### config.mk
export PLATFORM = sky130hd
export DESIGN_NAME = sacn_ctrl
export DESIGN_NICKNAME = d
export VERILOG_FILES = /design/src/hw/rtl/sacn_pkg.sv /design/src/hw/rtl/sacn_ctrl.sv
export VERILOG_INCLUDE_DIRS = /design/src /design/src/hw/rtl
export SDC_FILE = /design/constraint.sdc
export NUM_CORES = 1
export LEC_CHECK = 0
export ABC_AREA = 1
export BUFFER_PORTS_ARGS = -buffer_cell sky130_fd_sc_hd__buf_4
export CAP_MARGIN = 20
export CORE_AREA = 4 4 41 43
export CTS_CLUSTER_SIZE = 40
export DETAILED_ROUTE_END_ITERATION = 10
export DIE_AREA = 0 0 45 47
export GPL_TIMING_DRIVEN = 0
export PLACE_DENSITY = 0.37
export SETUP_SLACK_MARGIN = 0.2
export SKIP_CTS_REPAIR_TIMING = 1
export SYNTH_ARGS = -nofsm -noshare
export SYNTH_HDL_FRONTEND = slang
export SYNTH_SLANG_ARGS = --single-unit
### constraint.sdc
create_clock -name clk -period 1.1 [get_ports clk]
set_input_delay 0.055 -clock clk [delete_from_list [all_inputs] [get_ports clk]]
set_output_delay 0.055 -clock clk [all_outputs]
set_load 0.005 [all_outputs]
### src/hw/rtl/set_assoc_cache_nru_lookup_assert.svh
// Assertion macros shared by the lookup block.
// Each takes a label, the clock, the reset, a condition, a consequence and a message.
`ifndef SET_ASSOC_CACHE_NRU_LOOKUP_ASSERT_SVH
`define SET_ASSOC_CACHE_NRU_LOOKUP_ASSERT_SVH

// The consequence holds in the same cycle as the condition.
`define SACN_ASSERT_SAME(label, clk, rst, ante, cons, msg) \
  label: assert property (@(posedge clk) disable iff (rst) (ante) |-> (cons)) else $error(msg);

// The consequence holds in the cycle after the condition.
`define SACN_ASSERT_NEXT(label, clk, rst, ante, cons, msg) \
  label: assert property (@(posedge clk) disable iff (rst) (ante) |=> (cons)) else $error(msg);

`endif

### src/hw/rtl/sacn_pkg.sv
`timescale 1ns / 1ps

package sacn_pkg;

  // Built sizes of the cache.
  localparam int ADDR_BITS      = 32;
  localparam int MAX_INDEX_BITS = 10;
  localparam int MAX_WAYS       = 8;
  localparam int NUM_SETS       = 1 << MAX_INDEX_BITS;
  localparam int WAY_BITS       = (MAX_WAYS > 1) ? $clog2(MAX_WAYS) : 1;
  localparam int NWAY_BITS      = $clog2(MAX_WAYS + 1);

  // Configuration register widths.
  localparam int AW_REG_BITS   = 6;
  localparam int OW_REG_BITS   = 4;
  localparam int IW_REG_BITS   = 4;
  localparam int NW_REG_BITS   = 4;
  localparam int CFG_IDX_BITS  = 2;
  localparam int CFG_DATA_BITS = 6;

  // Configuration register indexes.
  typedef enum logic [CFG_IDX_BITS-1:0] {
    REG_ADDRESS_WIDTH = 2'd0,
    REG_OFFSET_WIDTH  = 2'd1,
    REG_INDEX_WIDTH   = 2'd2,
    REG_WAYS_IN_USE   = 2'd3
  } sacn_reg_idx_t;

  // Controller states.
  typedef enum logic [1:0] {
    S_CLEAR,
    S_IDLE,
    S_LOOKUP
  } sacn_state_t;

  // Configuration after saturation, ready for the datapath.
  typedef struct packed {
    logic [ADDR_BITS-1:0]      addr_mask;
    logic [OW_REG_BITS-1:0]    offset;
    logic [MAX_INDEX_BITS-1:0] index_mask;
    logic [MAX_WAYS-1:0]       way_mask;
    logic [NWAY_BITS-1:0]      nways;
  } sacn_cfg_t;

  // Commands from the controller to the datapath.
  typedef struct packed {
    logic accept;
    logic commit;
    logic clr_write;
  } sacn_cmd_t;

  // Status from the datapath to the controller.
  typedef struct packed {
    logic clr_last;
    logic out_free;
  } sacn_sts_t;

endpackage

### src/hw/rtl/sacn_ctrl.sv
`timescale 1ns / 1ps

module sacn_ctrl (
  input  logic                clk,
  input  logic                rst,
  input  logic                in_valid,
  output logic                in_ready,
  input  sacn_pkg::sacn_sts_t sts,
  output sacn_pkg::sacn_cmd_t cmd
);
  import sacn_pkg::*;
  `include "set_assoc_cache_nru_lookup_assert.svh"

  sacn_state_t state;
  sacn_state_t state_next;

  // State register; reset starts the clearing pass.
  always_ff @(posedge clk) begin
    if (rst) begin
      state <= S_CLEAR;
    end else begin
      state <= state_next;
    end
  end

  // Next state.
  always_comb begin
    state_next = state;
    unique case (state)
      S_CLEAR:  if (sts.clr_last) state_next = S_IDLE;
      S_IDLE:   if (in_valid) state_next = S_LOOKUP;
      S_LOOKUP: if (sts.out_free) state_next = S_IDLE;
      default:  state_next = S_CLEAR;
    endcase
  end

  // Outputs.
  always_comb begin
    in_ready      = 1'b0;
    cmd.accept    = 1'b0;
    cmd.commit    = 1'b0;
    cmd.clr_write = 1'b0;
    unique case (state)
      S_CLEAR: begin
        cmd.clr_write = 1'b1;
      end
      S_IDLE: begin
        in_ready   = 1'b1;
        cmd.accept = in_valid;
      end
      S_LOOKUP: begin
        cmd.commit = sts.out_free;
      end
      default: ;
    endcase
  end

  `SACN_ASSERT_SAME(a_no_accept_in_clear, clk, rst, state == S_CLEAR, !in_ready,
                    "address taken during the clearing pass")
  `SACN_ASSERT_NEXT(a_accept_to_lookup, clk, rst, cmd.accept, state == S_LOOKUP,
                    "accepted beat did not move to lookup")
  `SACN_ASSERT_NEXT(a_lookup_holds, clk, rst, state == S_LOOKUP && !sts.out_free,
                    state == S_LOOKUP, "lookup left while the result slot was full")

endmodule

# After elaboration in Yosys (flattened, before gate mapping)
# Index checks and enable logic that the tools add are counted.
# totals
register_bits	2
input_bits	5
word_cells	16
# classes
eq_ne	5
muxes	8
reduce_logical	2
# ops
cell	count
2-bit two-way mux	3
2-bit inequality test (second input constant)	3
2-bit case mux with 3 select lines	1
1-bit two-way mux	4
3-bit AND reduction	1
2-bit by 1-bit == test with 1-bit output (second input constant)	1
2-bit == test (second input constant)	1
2-bit logical NOT	1

# Longest topological paths before layout
# Gate-level depths: netlist of the first run.
# depth
word_depth	3
ltp_mapped	4

# Least setup slack after synthesis of the first run
# OpenSTA, ideal clock, no wires.
# synth_path
path_kind	reg-to-reg
from	register state[0]
to	register state[0]
setup_ns	0.110
arrival_time_ns	0.619
path_slack_ns	0.370
stages_incl_launch_ff	5
synth_period_minus_slack_ns	0.730
path_cell_list	dfxtp_1 nor2_1 nand2_1 nand2_1 nor2_1
# synth_via
elab_chain_len	3
elab_cells_between_ends	8
cone_classes	eq/ne (5); mux (1); reduce/logical (2)
# synth_rtl
element	line_no	source
start: declaration	sacn_ctrl.sv:14	sacn_state_t state;
start signal: assignment	sacn_ctrl.sv:22	state <= state_next;
2-bit == test, or another cell as far along	sacn_ctrl.sv:29	unique case (state)
2-bit inequality test (no line)	--	
3-bit AND reduction (no line)	--	
# Several ways; a longest one is shown, not always the timed one.
# A chain may end at the register's enable or synchronous reset.

==> out/summary.txt, run 1 <==
status: finished, final reports clean
class of the worst hold path: input pin to flop
CTS tree: built
Multi-input gate area: 60.1 µm²
core area: 0.00130 mm²
CP arrival: 860 ps
HPWL after detailed placement: 257 µm
GR Util met2: 3.95%
pwr dens: 1210 mW/mm²
ratio of cells with drive above 1 in the final layout: 57.6%
GR Overflow Total: 0
CTS buffer count: 3
Detailed Route WL: 341 µm
Final min period: 914 ps
RSZ-0062 raised after global routing: yes
number of synthesized flops with an enable pin: 0
Max H-tree Level: 1
global-route wire length before repair: 510 µm
vias in the first global route: 136
Most Used Layer, Global Route: met3
DR vias: 163
sequential share of the synthesized area: 35.2%
CTS Buffer Depth: 2
Die Y: 47 µm
Final nets: 40
pin count of the biggest net entering global routing: 7
GPL Wtd Cong: 0.628
post-route insts no fill: 48
post-synthesis area per instance: 5.69 µm²
VDD IR max: 0.384 mV
synth cell count leaders: inv_1 (7), nand2_1 (4), dfxtp_1 (2), nand3_1 (2), nor2_1 (2)
Finished Cell Area: 263 µm²
Slew Viols, Final: 0
Synth Cell Area: 114 µm²
antenna-violating nets left: 0
Worst Max-Slew Pin Slew: 150 ps
Lkg Pwr: 0.000143 µW
predominant post-synthesis flop cell: dfxtp_1
placed cells: 43
Fin. Hold Viols: 0
PnR worst setup slack: 186 ps
setup violators final: 0
vias per cell: 3.40
Worst slew margin: 89.9%
number of I/O pins: 9
Top reg by flops: state
max reg flops: 2
most common cell in the netlist: inv_1
Rows: 13
Die ar.: 0.00212 mm²
clock skew: 0.653 ps
Setup WS pre-CTS: 317 ps
ys async rst share: 0%
clock-pin slew on the worst setup and hold paths: 30 ps
Reg area: 47.5 µm²
nature of the critical path endpoint: primary output
DRT iter0 DRCs: 0
Post-DP Area: 193 µm²
syn nets: 25
Global Route Usage Sum: 3.94%
Initial Utilization: 8.75%
largest registers: state: 2 flops
met1 Use GR: 3.61%
Area contributors post-synth: dfxtp_1 (35%), inv_1 (23%), nand2_1 (13%)
total power: 318 µW
Crit Path Max Fanout: 6
Synth Register Bits: 2
clk_lat worst skew: 220 ps
Pre-antenna DRT Iters: 1
share of the synthesized area in the top cell type: 35.2%
Yosys top cell by area: dfxtp_1
Antenna Cells: 0
Layout area overhead: 131%
initial antenna violation count: 0
CTS root buffer: clkbuf_4
Critical Path RT: 1040 ps
per-cell routed wire length: 7.10 µm
Max Freq: 1090 MHz
PortBufs: 8
Mapped Cells: 20
die extent in x: 45 µm
setup tns final: 0 ps
Post-route DRC: 0
Yosys cell types: 8
Synthesis Warnings: 0
Clock Sink Count: 2
period utilization: 83.1%
# Max-Cap Violations: 0
Worst Setup Path Type: flop to primary output
fillers: 159
GR Layer Usage met3: 5.36%
startpoint types: flop
==> cell families (layout without fill, tap and decap cells) <==
family                 after synthesis  in the layout  share of synthesized area, %
AOI/OAI and AO/OA                    2              2                          8.78
buffers and inverters                7             20                          23.1
DFF                                  2              2                          35.2
and+or+nand+nor                      9              9                          33.0
==> per-stage QoR <==
stage | util (%) | hold slack [ps]
floorplan | - | 124
global placement | 14.8 | 227
detailed placement | 14.8 | 226
CTS | 16.5 | -11.1
global route | 20.2 | 145
finish | 20.2 | 120
==> critical path, stage by stage (launching register included) <==
cell,delay [ps]
dfxtp_4,350
nor3_2,160
buf_4,130
==> final cells by class <==
| class | count | area share [%] |
|---|---|---|
| clock buffers | 3 | 8.57 |
| multi-input cells | 11 | 22.9 |
| flip-flops and latches | 2 | 18.1 |
| inverters | 7 | 11.0 |
| well taps | 15 | 7.14 |
| repair buffers | 10 | 32.4 |
==> layout by cell type (no fill, tap or decap), drive strengths merged <==
master and n:
nor3 1, nor2 2, inv 7, o21ai 1, buf 9, nand2 4, nand3 2, dfxtp 2
a21oi 1, clkbuf 3, dlygate4sd3 1
==> layer usage <==
layer | vias up | share of wire (%)
li1 | 84 | -
met1 | 73 | 45
met5 | - | 0
met4 | 0 | 0
met2 | 6 | 40
met3 | 0 | 14
==> power breakdown <==
| group | leakage, µW | internal [µW] | switching [µW] |
|---|---|---|---|
| Combinational | 0.000111 | 43.0 | 26.9 |
| Clock | 0.0000138 | 120 | 39.9 |
| Sequential | 0.0000178 | 78.3 | 9.71 |
| Total | 0.000143 | 242 | 76.4 |
==> final timing paths <==
check	slack [ps]	start	endpoint	cells after the start
setup / recovery	190	state[0]	cmd[1]	2
hold / removal	120	in_valid	state[0]	4
setup reg to reg	290	state[1]	state[1]	4
hold reg to reg	540	state[1]	state[1]	2
Power figures use the tool's default switching activity.
==> run 2: changes to the inputs <==
==> constraint.sdc (replaced) <==
create_clock -name clk -period 0.9 [get_ports clk]
set_input_delay 0.045 -clock clk [delete_from_list [all_inputs] [get_ports clk]]
set_output_delay 0.045 -clock clk [all_outputs]
set_load 0.005 [all_outputs]
==> out/summary.txt, run 2 (same netlist as run 1, synthesis figures left out) <==
CTS Buffer Depth: 2
number of I/O pins: 9
Rows: 13
max reg flops: 2
Crit Path Max Fanout: 6
Detailed Route WL: 306 µm
Die Y: 47 µm
Top reg by flops: state
# Max-Cap Violations: 0
nature of the critical path endpoint: primary output
total power: 381 µW
vias in the first global route: 119
setup violators final: 1
VDD IR max: 0.424 mV
status: finished, violations left
CTS tree: built
vias per cell: 3.19
Worst slew margin: 90.5%
die extent in x: 45 µm
PnR worst setup slack: -1.98 ps
core area: 0.00130 mm²
DRT iter0 DRCs: 5
global-route wire length before repair: 448 µm
per-cell routed wire length: 6.51 µm
pwr dens: 1560 mW/mm²
failing checks: setup timing
clock share of power: 50.9%
clk_lat worst skew: 220 ps
largest registers: state: 2 flops
class of the worst hold path: input pin to flop
PortBufs: 8
Worst Max-Slew Pin Slew: 140 ps
Fin. Hold Viols: 0
combinational group share of total power: 20.5%
period utilization: 100%
startpoint types: flop
CP arrival: 860 ps
placed cells: 43
pin count of the biggest net entering global routing: 7
CTS root buffer: clkbuf_4
Setup WS pre-CTS: 94.6 ps
register share of total power: 28.6%
Max H-tree Level: 1
WHS: 56.3 ps
clock skew: 1.50 ps
RSZ-0062 raised after global routing: yes
Clock Sink Count: 2
clock-pin slew on the worst setup and hold paths: 30 ps
GPL Wtd Cong: 0.618
Critical Path RT: 850 ps
initial antenna violation count: 0
post-route insts no fill: 47
Die ar.: 0.00212 mm²
commonest non-fill, non-tap cell in the layout: buf_4
ratio of cells with drive above 1 in the final layout: 56.3%
Global Route Usage Sum: 3.63%
DR vias: 150
GR Overflow Total: 0
Layout area overhead: 114%
Final nets: 39
Antenna Cells: 0
Post-route DRC: 0
CTS buffer count: 3
commonest cells after routing, fill and taps aside: buf_4 (7), inv_1 (5), nand2_1 (4)
Max Freq: 1110 MHz
Final min period: 902 ps
antenna-violating nets left: 0
Worst Setup Path Type: flop to primary output
Lkg Pwr: 0.000137 µW
Pre-antenna DRT Iters: 2
setup tns final: -1.98 ps
switching part of the total: 23.4%
internal power: 292 µW
Initial Utilization: 8.75%
Switch Pwr: 89.2 µW
Slew Viols, Final: 0
## run 2: metrics by stage
step,util (%),area [µm²]
after global placement,15.0,195
after floorplan,-,116
after CTS,16.7,218
final,18.8,244
after detailed placement,15.0,195
after global routing,18.8,244
## run 2: path summary, 6_finish.rpt
path               to  slack (ps)  cells past startpoint     start
min reg2reg  state[1]         530                      2  state[1]
min          state[0]          60                      4       rst
max reg2reg  state[0]         190                      4  state[0]
max            cmd[1]          -2                      2  state[0]
## run 2: final cells by class
cell class,count,area [µm²]
Inverter,7,26.3
Multi-Input combinational cell,11,60.1
Sequential cell,2,42.5
Clock buffer,3,22.5
Fill cell,158,1060
Timing Repair Buffer,9,73.8
Tap cell,15,18.8
## run 2: power by group through the flow
| stage | Sequential [µW] | Combinational (µW) | Clock [µW] |
|---|---|---|---|
| detailed placement | 107 | 68.9 | 0 |
| CTS | 106 | 69.1 | 208 |
| global placement | 108 | 69.1 | 0 |
| floorplan | 105 | 29.5 | 0 |
| finish | 109 | 78.0 | 194 |
| global route | 110 | 88.1 | 228 |
## run 2: routing by layer
layer,up-vias,GRT usage (%),wire length [µm]
li1,82,-,-
met1,62,3.85,155
met2,6,3.11,113
met3,0,4.60,37
met4,0,3.51,0
met5,-,0,0
## run 2: critical path, cell delays in order (launching register included)
cell	delay (ps)
dfxtp_2	340
nor3_2	170
buf_4	130
